===== src/rtl/core/spa_pkg.sv =====
`timescale 1ns / 1ps
// ----------------------------------------------------------------------------
// spa_pkg
// Shared types and constants of the sparse polynomial arithmetic block.
// ----------------------------------------------------------------------------
package spa_pkg;

    localparam int OPERAND_TERMS = 16;
    localparam int RESULT_TERMS  = 64;
    localparam int OP_IDX_W  = (OPERAND_TERMS > 1) ? $clog2(OPERAND_TERMS) : 1;
    localparam int OP_CNT_W  = $clog2(OPERAND_TERMS + 1);
    localparam int RES_IDX_W = (RESULT_TERMS > 1) ? $clog2(RESULT_TERMS) : 1;
    localparam int RES_CNT_W = $clog2(RESULT_TERMS + 1);

    localparam logic OPER_ADD = 1'b0;
    localparam logic OPER_MUL = 1'b1;

    // Commands from the controller to the datapath.
    typedef struct packed {
        logic load_a;
        logic load_b;
        logic start;
        logic clear;
        logic mul_step;
        logic mul_rd;
        logic mul_mult;
        logic mul_search;
        logic mul_apply;
        logic add_step;
        logic out_rd;
        logic out_show;
    } spa_cmd_t;

    // Status from the datapath to the controller.
    typedef struct packed {
        logic pairs_done;
        logic search_done;
        logic add_done;
        logic out_done;
    } spa_sts_t;

    // Saturate a 34-bit signed value to 32 bits.
    function automatic logic signed [31:0] sat32(input logic signed [33:0] v);
        logic signed [31:0] r;
        if (v > 34'sd2147483647)
            r = 32'sh7fffffff;
        else if (v < -34'sd2147483648)
            r = 32'sh80000000;
        else
            r = v[31:0];
        return r;
    endfunction

endpackage


===== src/rtl/core/spa_ctrl.sv =====
`timescale 1ns / 1ps
// ----------------------------------------------------------------------------
// spa_ctrl
// Sequencer: loads, multiply and merge passes, and result streaming.
// ----------------------------------------------------------------------------
module spa_ctrl (
    input  logic              clk,
    input  logic              rst_n,
    input  logic              valid,
    output logic              ready,
    input  logic              mode,
    input  logic              last,
    input  logic              operation,
    output logic              out_valid,
    input  logic              out_ready,
    input  spa_pkg::spa_sts_t sts,
    output spa_pkg::spa_cmd_t cmd
);

    typedef enum logic [9:0] {
        ST_LOAD   = 10'b0000000001,
        ST_MRD    = 10'b0000000010,
        ST_MMUL   = 10'b0000000100,
        ST_MRND   = 10'b0000001000,
        ST_MSRCH  = 10'b0000010000,
        ST_MAPPLY = 10'b0000100000,
        ST_ARD    = 10'b0001000000,
        ST_ASTEP  = 10'b0010000000,
        ST_ORD    = 10'b0100000000,
        ST_OUT    = 10'b1000000000
    } state_t;

    state_t state_reg, state_next;
    logic   out_valid_reg, out_valid_next;
    logic   oshow_reg, oshow_next;
    logic   fin_reg, fin_next;

    assign ready     = (state_reg == ST_LOAD);
    assign out_valid = out_valid_reg;

    logic acc;
    assign acc = valid && ready;

    always_comb
    begin
        state_next     = state_reg;
        cmd            = '0;
        out_valid_next = out_valid_reg;
        oshow_next     = 1'b0;
        fin_next       = fin_reg;
        cmd.out_show   = oshow_reg;
        if (out_valid_reg && out_ready)
            out_valid_next = 1'b0;
        if (oshow_reg)
            out_valid_next = 1'b1;
        unique case (state_reg)
            ST_LOAD:
            begin
                if (acc)
                begin
                    cmd.load_a = !mode;
                    cmd.load_b = mode;
                    if (mode && last)
                    begin
                        cmd.start  = 1'b1;
                        state_next = (operation == spa_pkg::OPER_MUL) ? ST_MRD : ST_ARD;
                    end
                end
            end
            ST_MRD:
            begin
                if (sts.pairs_done)
                begin
                    // Rewind the entry index so streaming starts at entry 0.
                    cmd.mul_rd = 1'b1;
                    state_next = ST_ORD;
                end
                else
                    state_next = ST_MMUL;
            end
            ST_MMUL:
            begin
                cmd.mul_mult = 1'b1;
                cmd.mul_rd   = 1'b1;
                state_next   = ST_MRND;
            end
            ST_MRND:
            begin
                cmd.mul_search = 1'b1;
                state_next     = ST_MSRCH;
            end
            ST_MSRCH:
            begin
                if (sts.search_done)
                    state_next = ST_MAPPLY;
                else
                    cmd.mul_search = 1'b1;
            end
            ST_MAPPLY:
            begin
                cmd.mul_apply = 1'b1;
                cmd.mul_step  = 1'b1;
                state_next    = ST_MRD;
            end
            ST_ARD:
            begin
                state_next = sts.add_done ? ST_ORD : ST_ASTEP;
            end
            ST_ASTEP:
            begin
                cmd.add_step = 1'b1;
                state_next   = ST_ARD;
            end
            ST_ORD:
            begin
                if (!out_valid_next && !oshow_reg)
                begin
                    cmd.out_rd = 1'b1;
                    oshow_next = 1'b1;
                    fin_next   = sts.out_done || 1'b0;
                    state_next = ST_OUT;
                end
            end
            ST_OUT:
            begin
                if (fin_reg)
                begin
                    if (!oshow_reg && !out_valid_next)
                    begin
                        cmd.clear  = 1'b1;
                        fin_next   = 1'b0;
                        state_next = ST_LOAD;
                    end
                end
                else if (!oshow_reg)
                    state_next = ST_ORD;
            end
            default:
                state_next = ST_LOAD;
        endcase
    end

    always_ff @(posedge clk or negedge rst_n)
    begin
        if (!rst_n)
        begin
            state_reg     <= ST_LOAD;
            out_valid_reg <= 1'b0;
            oshow_reg     <= 1'b0;
            fin_reg       <= 1'b0;
        end
        else
        begin
            state_reg     <= state_next;
            out_valid_reg <= out_valid_next;
            oshow_reg     <= oshow_next;
            fin_reg       <= fin_next;
        end
    end

    // A load is never taken while results are being delivered.
    assert property (@(posedge clk) disable iff (!rst_n) out_valid_reg |-> !ready)
        else $error("input accepted while result pending");
    // The output register is loaded only after a read was issued.
    assert property (@(posedge clk) disable iff (!rst_n) oshow_reg |-> $past(cmd.out_rd))
        else $error("output shown without read");
    // A search always follows a multiply issue.
    assert property (@(posedge clk) disable iff (!rst_n)
        cmd.mul_mult |=> state_reg == ST_MRND)
        else $error("multiply sequence broken");

endmodule


===== config.mk =====
export PLATFORM = sky130hd
export DESIGN_NAME = spa_ctrl
export DESIGN_NICKNAME = d
export VERILOG_FILES = /design/src/rtl/core/spa_pkg.sv /design/src/rtl/core/spa_ctrl.sv
export SDC_FILE = /design/constraint.sdc
export NUM_CORES = 1
export LEC_CHECK = 0
export BUFFER_PORTS_ARGS = -buffer_cell sky130_fd_sc_hd__buf_2
export CORE_MARGIN = 2
export CORE_UTILIZATION = 45
export CTS_BUF_LIST = sky130_fd_sc_hd__clkbuf_8
export DETAILED_ROUTE_END_ITERATION = 7
export PLACE_DENSITY = 0.7
export SETUP_SLACK_MARGIN = 0.2
export SYNTH_ARGS = -nofsm -noshare
export SYNTH_HDL_FRONTEND = slang
export SYNTH_SLANG_ARGS = --single-unit

===== constraint.sdc =====
create_clock -name clk -period 2 [get_ports clk]
set_input_delay 0.5 -clock clk [delete_from_list [all_inputs] [get_ports clk]]
set_output_delay 0.5 -clock clk [all_outputs]
set_load 0.02 [all_outputs]

==> results of run 1 <==
cells in the final DEF (no fill, tap or decap), drive strengths merged, types with 4 or more instances in the layout:
cell type  synthesis  routed
buf                6      67
o21ai              5       5
nand3              5       5
inv                6       6
nand2              4       4
nor3               8       8
nor2              13      13
dfrtp             12      12
nor4               4       4
a21oi              5       5
cell families (layout without fill, tap and decap cells):
logic type / after synthesis / count (layout) / share of synthesized area (%)
compound gates: 21 / 21 / 15.4
simple gates: 53 / 53 / 35.1
mux: 2 / 2 / 2.19
xor+xnor: 2 / 2 / 1.92
buf+inv: 15 / 77 / 9.60
flops: 13 / 13 / 35.8
stage by stage:
| step | total power (µW) | instances | util [%] | area (µm²) | hold slack [ns] |
|---|---|---|---|---|---|
| 2_1_floorplan | 936 | 106 | - | 980 | 0.204 |
| 3_3_place_gp | 1230 | 172 | 64.3 | 1250 | 0.411 |
| 3_5_place_dp | 1260 | 172 | 64.3 | 1250 | 0.411 |
| 4_1_cts | 1810 | 188 | 79.7 | 1550 | 0.148 |
| 5_1_grt | 2220 | 195 | 88.0 | 1710 | 0.147 |
| 6_report | 2140 | 195 | 88.0 | 1710 | 0.132 |
per-layer routing:
| metal | wire length [µm] | vias to the layer above | global-route usage [%] |
|---|---|---|---|
| met1 | 1650 | 578 | 36.4 |
| met3 | 305 | 6 | 7.36 |
| met2 | 2080 | 58 | 53.0 |
| met5 | 0 | - | 0 |
| li1 | - | 514 | - |
| met4 | 50 | 0 | 8.57 |
critical path: stages, from the launching register on:
cell and delay, ns:
dfrtp_1 0.38, or4_4 0.57, buf_4 0.16, nor2_4 0.11, nand2_4 0.07, buf_4 0.15, nor3_4 0.13, buf_6 0.14
where the power goes:
| group | switching (µW) | internal [µW] | leakage [µW] |
|---|---|---|---|
| registers | 58.7 | 317 | 0.000171 |
| clock network | 119 | 139 | 0.0000255 |
| logic | 770 | 735 | 0.000595 |
worst max-delay path by stage:
stage,start,endpoint,slack [ns]
2_1_floorplan,state_reg[7],cmd[9],-0.35
3_3_place_gp,state_reg[7],cmd[5],-0.18
3_5_place_dp,state_reg[7],cmd[5],-0.22
4_1_cts,state_reg[9],cmd[9],-0.45
5_1_grt,state_reg[7],cmd[9],-0.51
6_report,state_reg[7],cmd[6],-0.48
layout make-up:
type | count | area (µm²) | area share, %
clock buffers | 3 | 41.3 | 2.42
clock inverters | 1 | 5.00 | 0.293
inverters | 6 | 22.5 | 1.32
multi-input cells | 78 | 728 | 42.6
flip-flops and latches | 13 | 328 | 19.2
well taps | 27 | 33.8 | 1.98
repair buffers | 67 | 549 | 32.2
repair_timing:
action,CTS,global route
endpoints found under the setup margin,19,20
hold endpoints to repair,0,0
buffers inserted,12,7
resized for setup,41,28
pin swaps,14,7
==> metrics.md, run 1 <==
| Metric | Value |
|---|---|
| WL per Instance | `20.9 µm` |
| H-tree depth | `1` |
| Clock buffer depth | `2` |
| CTS tree | `done` |
| Via count | `1,156` |
| Power Density | `1250 mW/mm²` |
| DRC Markers | `0` |
| Worst R2R End | `state_reg[0]` |
| Crit path time final | `2.48 ns` |
| Avg Inst Size Synth | `8.60 µm²` |
| Leakage power | `0.000792 µW` |
| Most common flop cell mapped by yosys | `dfrtp_1` |
| Worst VDD drop | `0.00116 V` |
| Max-cap violations | `0` |
| Max Freq | `403 MHz` |
| Share of layout cells above drive strength 1 | `68.5%` |
| R2r setup slk | `-0.25 ns` |
| Ant. Diodes | `0` |
| Hold buffer count at CTS | `0` |
| Die Area | `0.00240 mm²` |
| CTS Root Cell | `clkbuf_8` |
| Max reg flops | `10` |
| Clock Skew | `0.00130 ns` |
| Tcrit/Tclk final | `124%` |
| Top-count cell post-synth | `nor2_1` |
| Die W | `49.0 µm` |
| Crit path arrival time | `1.98 ns` |
| Final #Nets | `180` |
| Setup tns final | `-4.30 ns` |
| Grt ovf | `0` |
| Hold Path Class | `in2async` |
| Worst skew pair latency | `0.26 ns` |
| Pre-CTS WS | `-0.225 ns` |
| Routed Wire Length | `4080 µm` |
| Asr flop ratio synth | `100%` |
| Mapped Area | `912 µm²` |
| First-pass GRT wire length | `5310 µm` |
| Synth top cells by count | `nor2_1 (13), dfrtp_1 (12), nor3_1 (8)` |
| Fillers | `90` |
| Yosys cell types | `44` |
| Final ANT Viol Nets | `0` |
| Clock Pin Slew Worst Setup and Hold Paths | `0.06 ns` |
| Yosys top cell area share | `32.9%` |
| Vias in the first global route | `1,127` |
| Core area | `0.00194 mm²` |
| Port Buffers | `24` |
| Synth Register Bits | `13` |
| Top cell type by total area after synthesis | `dfrtp_1` |
| Largest net degree at the start of global routing | `14` |
| Crit-path max FO | `3` |
| GRT Total Usage | `30.1%` |
| Initial DRC Count | `38` |
| Post-synth EDFFs | `0` |
| Type of origin of the critical path | `flop` |
| FP Rows | `16` |
| Router iterations before antenna repair | `4` |
| Die H | `49.0 µm` |
| RSZ-0062 raised after global routing | `true` |
| Final Hold Fails | `0` |
| Routability Congestion | `0.827` |
| Least-Margin Pin Slew | `0.452 ns` |
| Slew Limit Fails | `0` |
| Sink Count | `13` |
| Setup ws final | `-0.479 ns` |
| CP required | `1.50 ns` |
| Io pins | `25` |
| Vias per cell | `5.93` |
| Status | `finished with violations` |
| Crit. End Element | `output pin` |
| Synth area leaders | `dfrtp_1 (33%), nor2_1 (5.3%), nor3_1 (4.4%)` |
| Synth Instances | `106` |
| Cells on worst reg2reg path | `7` |
| Reg2reg start | `state_reg[7]` |
| Ys Warns | `0` |
| Syn_nets | `117` |
| Final setup viols | `15` |
| Seq/Total Area, Yosys | `35.8%` |
| TritonCTS Buffers | `3` |
| Initial antenna violation count | `0` |
| Area growth syn-to-layout | `87.2%` |
| WS Path Type | `reg2out` |
| Initial Util | `47.0%` |
| Failing checks | `negative setup slack` |
| Relative slew slack | `69.4%` |
| Hpwl dp | `1890 µm` |
Power figures use the tool's default switching activity.
==> run 2: changes to the inputs <==
- CORE_UTILIZATION: 45 -> 48
- PLACE_DENSITY: 0.7 -> 0.74
==> metrics.md, run 2 <==
| Metric | Value |
|---|---|
| Largest net degree at the start of global routing | `14` |
| Initial Util | `51.7%` |
| Synth top cells by count | `nor2_1 (13), dfrtp_1 (12), nor3_1 (8)` |
| Mapped Area | `912 µm²` |
| Io pins | `25` |
| FP Rows | `15` |
| Die W | `47.6 µm` |
| TritonCTS Buffers | `3` |
| Status | `did not finish` |
| Asr flop ratio synth | `100%` |
| CTS Root Cell | `clkbuf_8` |
| Clock buffer depth | `2` |
| Yosys top cell area share | `32.9%` |
| Most common flop cell mapped by yosys | `dfrtp_1` |
| Yosys cell types | `44` |
| Last stage | `global routing` |
| Synth Register Bits | `13` |
| Hpwl dp | `1880 µm` |
| Die H | `47.6 µm` |
| Routability Congestion | `0.834` |
| Synth Instances | `106` |
| Sink Count | `13` |
| Initial antenna violation count | `0` |
| Seq/Total Area, Yosys | `35.8%` |
| Error | `[ERROR DPL-0033] detailed placement checks failed during check placement.` |
| WEP type | `top-level output` |
| Ys Warns | `0` |
| Avg Inst Size Synth | `8.60 µm²` |
| Synth area leaders | `dfrtp_1 (33%), nor2_1 (5.3%), nor3_1 (4.4%)` |
| Top cell type by total area after synthesis | `dfrtp_1` |
| Worst endpoint after global-route timing repair | `cmd[5]` |
| Post-synth EDFFs | `0` |
| Pre-CTS WS | `-0.270 ns` |
| Syn_nets | `117` |
| Port Buffers | `24` |
| Top-count cell post-synth | `nor2_1` |
| H-tree depth | `1` |
[run 2: cell counts after synthesis]
Identical to the previous run, type by type.
[run 2: logic make-up after synthesis]
logic type | count (synthesis) | share of synthesized area, %
and+or+nand+nor | 53 | 35.1
buffers and inverters | 15 | 9.60
muxes | 2 | 2.19
DFF | 13 | 35.8
AOI/OAI and AO/OA | 21 | 15.4
xor gates and xnor gates | 2 | 1.92
[run 2: repair_timing]
action | 4_1_cts
buffers inserted | 13
gates resized for setup | 40
endpoints found under the setup margin | 18
pin swaps | 13
hold buffers | 0
[run 2: metrics by stage]
stage	TNS [ns]	hold WS [ns]	instances	util [%]	cell area, µm²
after floorplan	-2.18	0.204	106	-	980
after global placement	-1.22	0.405	171	71.1	1250
after detailed placement	-1.89	0.410	171	71.1	1250
after CTS	-3.55	0.156	188	88.0	1550
==> run 3: changes to the inputs <==
- CORE_AREA: not set -> 2 2 63 65
- CORE_MARGIN: 2 -> not set
- CORE_UTILIZATION: 48 -> not set
- CTS_BUF_LIST: sky130_fd_sc_hd__clkbuf_8 -> not set
- DIE_AREA: not set -> 0 0 65 67
- PLACE_DENSITY: 0.74 -> not set
- PLACE_DENSITY_LB_ADDON: not set -> 0.15
- SETUP_SLACK_MARGIN: 0.2 -> not set
- clock period: 2 -> 2.6 ns (I/O delays scaled with it)
==> metrics.md, run 3 (synthesized netlist as in run 1, its figures left out) <==
| Metric | Value |
|---|---|
| Status | `finished, final reports clean` |
| Io pins | `25` |
| Net Sw Frac | `41.7%` |
| WS Path Type | `reg2out` |
| Final Util | `33.7%` |
| Max reg flops | `10` |
| Reg2reg start | `state_reg[9]` |
| Switch Pwr | `473 µW` |
| Via count | `899` |
| Worst R2R End | `state_reg[8]` |
| Area growth syn-to-layout | `33.1%` |
| Vias in the first global route | `861` |
| Type of origin of the critical path | `flop` |
| Routability Congestion | `0.743` |
| R2r setup slk | `0.40 ns` |
| Die W | `65 µm` |
| CTS Root Cell | `clkbuf_8` |
| Placed cell count | `176` |
| Vias per cell | `4.86` |
| Comb power frac | `56.2%` |
| RSZ-0062 raised after global routing | `true` |
| Grt ovf | `0` |
| Most frequent cells in the layout | `buf_2 (22), buf_4 (13), nor2_1 (12), dfrtp_1 (11)` |
| Max-cap violations | `0` |
| Die H | `67 µm` |
| CP required | `1.95 ns` |
| Final setup viols | `0` |
| Share of layout cells above drive strength 1 | `40.1%` |
| Hold Path Class | `in2async` |
| Setup ws final | `0.0475 ns` |
| Routed Wire Length | `2440 µm` |
| Clk pwr share | `16.6%` |
| Crit path time final | `2.55 ns` |
| Clock Pin Slew Worst Setup and Hold Paths | `0.06 ns` |
| Cell Int Power | `661 µW` |
| First-pass GRT wire length | `3950 µm` |
| Worst skew pair latency | `0.25 ns` |
| Final #Nets | `149` |
| Slew Limit Fails | `0` |
| Crit. End Element | `output pin` |
| Sink Count | `13` |
| Largest net degree at the start of global routing | `14` |
| Leakage power | `0.000584 µW` |
| Clock buffer depth | `2` |
| Core area | `0.00361 mm²` |
| GRT Total Usage | `11.9%` |
| Port Buffers | `24` |
| DRC Markers | `0` |
| Power, Total | `1130 µW` |
| Initial antenna violation count | `0` |
| WL per Instance | `13.2 µm` |
| Pre-CTS WS | `0.104 ns` |
| Least-Margin Pin Slew | `0.416 ns` |
| Tcrit/Tclk final | `98.2%` |
| Max Freq | `392 MHz` |
| Cells on worst reg2reg path | `7` |
| Final Hold Fails | `0` |
| Power Density | `934 mW/mm²` |
| Initial DRC Count | `28` |
| Crit-path max FO | `5` |
| Clock Skew | `0.00782 ns` |
| Ant. Diodes | `0` |
| FP Rows | `22` |
| Die Area | `0.00436 mm²` |
| Relative slew slack | `71.9%` |
| Final ANT Viol Nets | `0` |
| CTS tree | `done` |
| Worst VDD drop | `0.000296 V` |
| Router iterations before antenna repair | `4` |
| Non-filler cells, final | `185` |
| Hpwl dp | `1870 µm` |
| Fillers | `379` |
| Most common cell after layout, fill and taps aside | `buf_2` |
| H-tree depth | `1` |
| Power share of the sequential group | `27.2%` |
| Initial Util | `25.3%` |
| Final hold slack | `0.284 ns` |
| Crit path arrival time | `1.90 ns` |
| TritonCTS Buffers | `3` |
| Hold buffer count at CTS | `0` |
run 3: cell type report:
cell class | instances | area (µm²) | area share [%]
clock buffer | 4 | 45.0 | 3.71
multi-input combinational | 78 | 539 | 44.4
tap | 48 | 60.1 | 4.95
sequential | 13 | 328 | 27.0
inverter | 6 | 22.5 | 1.86
timing repair buffer | 36 | 219 | 18.0
run 3: worst max-delay path by stage:
stage / start / end / slack [ns] / cells after the start
3_3_place_gp: state_reg[7] / cmd[9] / 0.13 / 4
4_1_cts: state_reg[1] / cmd[8] / 0.03 / 5
6_report: state_reg[9] / cmd[9] / 0.05 / 4
3_5_place_dp: state_reg[7] / cmd[9] / 0.10 / 4
2_1_floorplan: state_reg[7] / cmd[11] / 0.0006 / 5
5_1_grt: state_reg[9] / cmd[9] / -0.02 / 4
run 3: metal layers:
layer  vias to the layer above  routed length (µm)  part of all wire [%]  global-route usage, %
li1                        444                   -                     -                      -
met1                       435                1110                    46                   14.6
met4                         0                  33                   1.4                   4.79
met5                         -                   0                     0                      0
met2                        15                1210                    50                   20.4
met3                         5                  86                   3.5                   2.36
run 3: power by group through the flow:
stage / clock network, µW / registers (µW) / logic (µW)
after floorplan: 0 / 266 / 405
after global placement: 0 / 303 / 521
final: 188 / 308 / 637
after CTS: 195 / 306 / 563
after global routing: 199 / 317 / 694
after detailed placement: 0 / 304 / 522
run 3: worst max-delay path: stages, from the launching register on:
cell and delay (ns):
dfrtp_1 0.37, or4_4 0.59, nor4_4 0.32, and4_1 0.26, buf_6 0.12
run 3: timing repair:
item	in CTS	in global routing
gates cloned	0	0
endpoints found under the setup margin	9	9
pin swaps	2	1
gates resized for setup	4	8
buffers inserted	1	4
run 3: stage by stage:
| step | instance area, µm² | setup TNS, ns |
|---|---|---|
| floorplan | 912 | 0 |
| global placement | 1080 | 0 |
| detailed placement | 1080 | 0 |
| CTS | 1150 | 0 |
| global route | 1210 | -0.0202 |
| finish | 1210 | 0 |
==> run 4: changes to the inputs <==
==> constraint.sdc (replaced) <==
create_clock -name clk -period 2.6 [get_ports clk]
set_input_delay 0.65 -clock clk [delete_from_list [all_inputs] [get_ports clk]]
set_output_delay 0.65 -clock clk [all_outputs]
set_load 0.005 [all_outputs]
==> metrics.md, run 4 (synthesized netlist as in run 1, its figures left out) <==
| Metric | Value |
|---|---|
| Status | `finished, final reports clean` |
| Leakage power | `0.000578 µW` |
| Power share of the sequential group | `29.5%` |
| Setup tns final | `0 ns` |
| Die H | `67 µm` |
| Largest net degree at the start of global routing | `14` |
| Net Sw Frac | `40.4%` |
| Io pins | `25` |
| WL met3 | `91 µm` |
| RSZ-0062 raised after global routing | `true` |
| DRC Markers | `0` |
| Clock buffer depth | `2` |
| Router iterations before antenna repair | `4` |
| First-pass GRT wire length | `3970 µm` |
| Area growth syn-to-layout | `31.3%` |
| GRT Total Usage | `12.0%` |
| Fillers | `389` |
| Die Area | `0.00436 mm²` |
| Power, Total | `1060 µW` |
| Routed Wire Length | `2490 µm` |
| Most common cell after layout, fill and taps aside | `buf_2` |
| Wl on met1 | `1150 µm` |
| Most frequent cells in the layout | `buf_2 (24), nor2_1 (12), buf_4 (11), dfrtp_1 (10), nor3_1 (7)` |
| Final hold slack | `0.295 ns` |
| Number of stages on the worst setup path | `4` |
| Final Hold Fails | `0` |
| Grt ovf | `0` |
| Switch Pwr | `427 µW` |
| Max-cap violations | `0` |
| Relative slew slack | `70.0%` |
| FP Rows | `22` |
| Fin area | `0.00120 mm²` |
| Hold Path Class | `in2async` |
| CTS tree | `done` |
| Clock Pin Slew Worst Setup and Hold Paths | `0.06 ns` |
| CTS Root Cell | `clkbuf_8` |
| H-tree depth | `1` |
| Final #Nets | `148` |
| CP bufs+invs | `1` |
| Max Freq | `392 MHz` |
| Ant. Diodes | `0` |
| Slew Limit Fails | `0` |
| Family with the most delay on the worst path | `simple AND/OR/NAND/NOR gates` |
| Clk pwr share | `17.7%` |
| TritonCTS Buffers | `3` |
| Type of origin of the critical path | `flop` |
| Die W | `65 µm` |
| Port Buffers | `24` |
| WL per Instance | `13.5 µm` |
| Area of the multi-input gates | `537 µm²` |
| Tcrit/Tclk final | `98.1%` |
| Max reg flops | `10` |
| Initial Util | `25.3%` |
| Core area | `0.00361 mm²` |
| Comb power frac | `52.8%` |
| Top Layer Used | `met4` |
| CP required | `1.95 ns` |
| Vias per cell | `4.88` |
| Sequential Area | `329 µm²` |
| Crit-path max FO | `5` |
| Final ANT Viol Nets | `0` |
| Vias in the first global route | `841` |
| Crit. End Element | `output pin` |
| Worst path max stage delay | `0.56 ns` |
| Power Density | `882 mW/mm²` |
| Share of layout cells above drive strength 1 | `40.4%` |
| Final setup viols | `0` |
| Cells on worst reg2reg path | `6` |
| Worst VDD drop | `0.000279 V` |
| Initial DRC Count | `32` |
| Placed Instance Area | `0.00108 mm²` |
| Final Util | `33.2%` |
| WS Path Type | `reg2out` |
| Via count | `897` |
| Hpwl dp | `1870 µm` |
| Clock Skew | `0.00189 ns` |
| Sink Count | `13` |
| Least-Margin Pin Slew | `0.447 ns` |
| Metal2 WL | `1230 µm` |
| CP cell instances | `or4_4 > nor4_4 > and4_1 > buf_2` |
| Crit path time final | `2.55 ns` |
| Routability Congestion | `0.747` |
| Cell Int Power | `629 µW` |
| Crit path arrival time | `1.90 ns` |
| Initial antenna violation count | `0` |
| CP max stage cell | `or4_4` |
| Worst skew pair latency | `0.25 ns` |
run 4: cell count changes in the layout (fill, tap and decap cells not counted), sizes merged:
cell	change
clkinv	+1
clkbuf	-1
buf	-1
run 4: cell type report:
class / instances / area share [%]
Timing Repair Buffer: 35 / 16.9
Multi-Input combinational cell: 78 / 44.8
Inverter: 6 / 1.88
Clock inverter: 1 / 0.418
Tap cell: 48 / 5.02
Sequential cell: 13 / 27.5
Clock buffer: 3 / 3.45
run 4: worst reg2reg max path, cell delays in order (launching register included):
cell     delay (ns)
dfrtp_2        0.41
or4_4          0.56
buf_4          0.16
or4_4          0.54
o21ai_2        0.08
a31oi_1        0.05
o31a_1         0.29
run 4: per-layer routing:
layer / track usage, % / vias to the layer above
li1: - / 440
met1: 15.0 / 435
met2: 20.7 / 20
met3: 2.70 / 2
met4: 3.19 / 0
met5: 0 / -
run 4: repair_timing:
action | 4_1_cts | 5_1_grt
setup endpoints to repair | 8 | 9
buffers inserted | 0 | 4
hold buffers | 0 | 0
pin swaps | 1 | 6
resized for setup | 3 | 7
endpoints found under the hold margin | 0 | 0
run 4: final timing paths:
| check | startpoint | endpoint | slack, ns |
|---|---|---|---|
| setup / recovery | state_reg[6] | cmd[9] | 0.05 |
| hold / removal | rst_n | state_reg[2] | 0.30 |
| setup reg to reg | state_reg[6] | state_reg[0] | 0.43 |
| hold reg to reg | state_reg[7] | state_reg[7] | 0.54 |
| max in group asynchronous | rst_n | state_reg[0] | 2.01 |
| min in group clk | state_reg[7] | state_reg[7] | 0.54 |
run 4: per-stage QoR:
| stage | setup slack [ns] | instances |
|---|---|---|
| final | 0.0484 | 184 |
| after global routing | -0.0908 | 184 |
| after CTS | 0.00985 | 180 |
| after detailed placement | 0.143 | 176 |
| after global placement | 0.190 | 176 |
| after floorplan | 0.284 | 106 |
run 4: power by group through the flow:
stage / sequential (µW) / combinational [µW] / clock [µW]
after global routing: 319 / 620 / 201
after detailed placement: 307 / 477 / 0
after floorplan: 264 / 370 / 0
after global placement: 304 / 481 / 0
after CTS: 308 / 496 / 192
final: 312 / 557 / 187
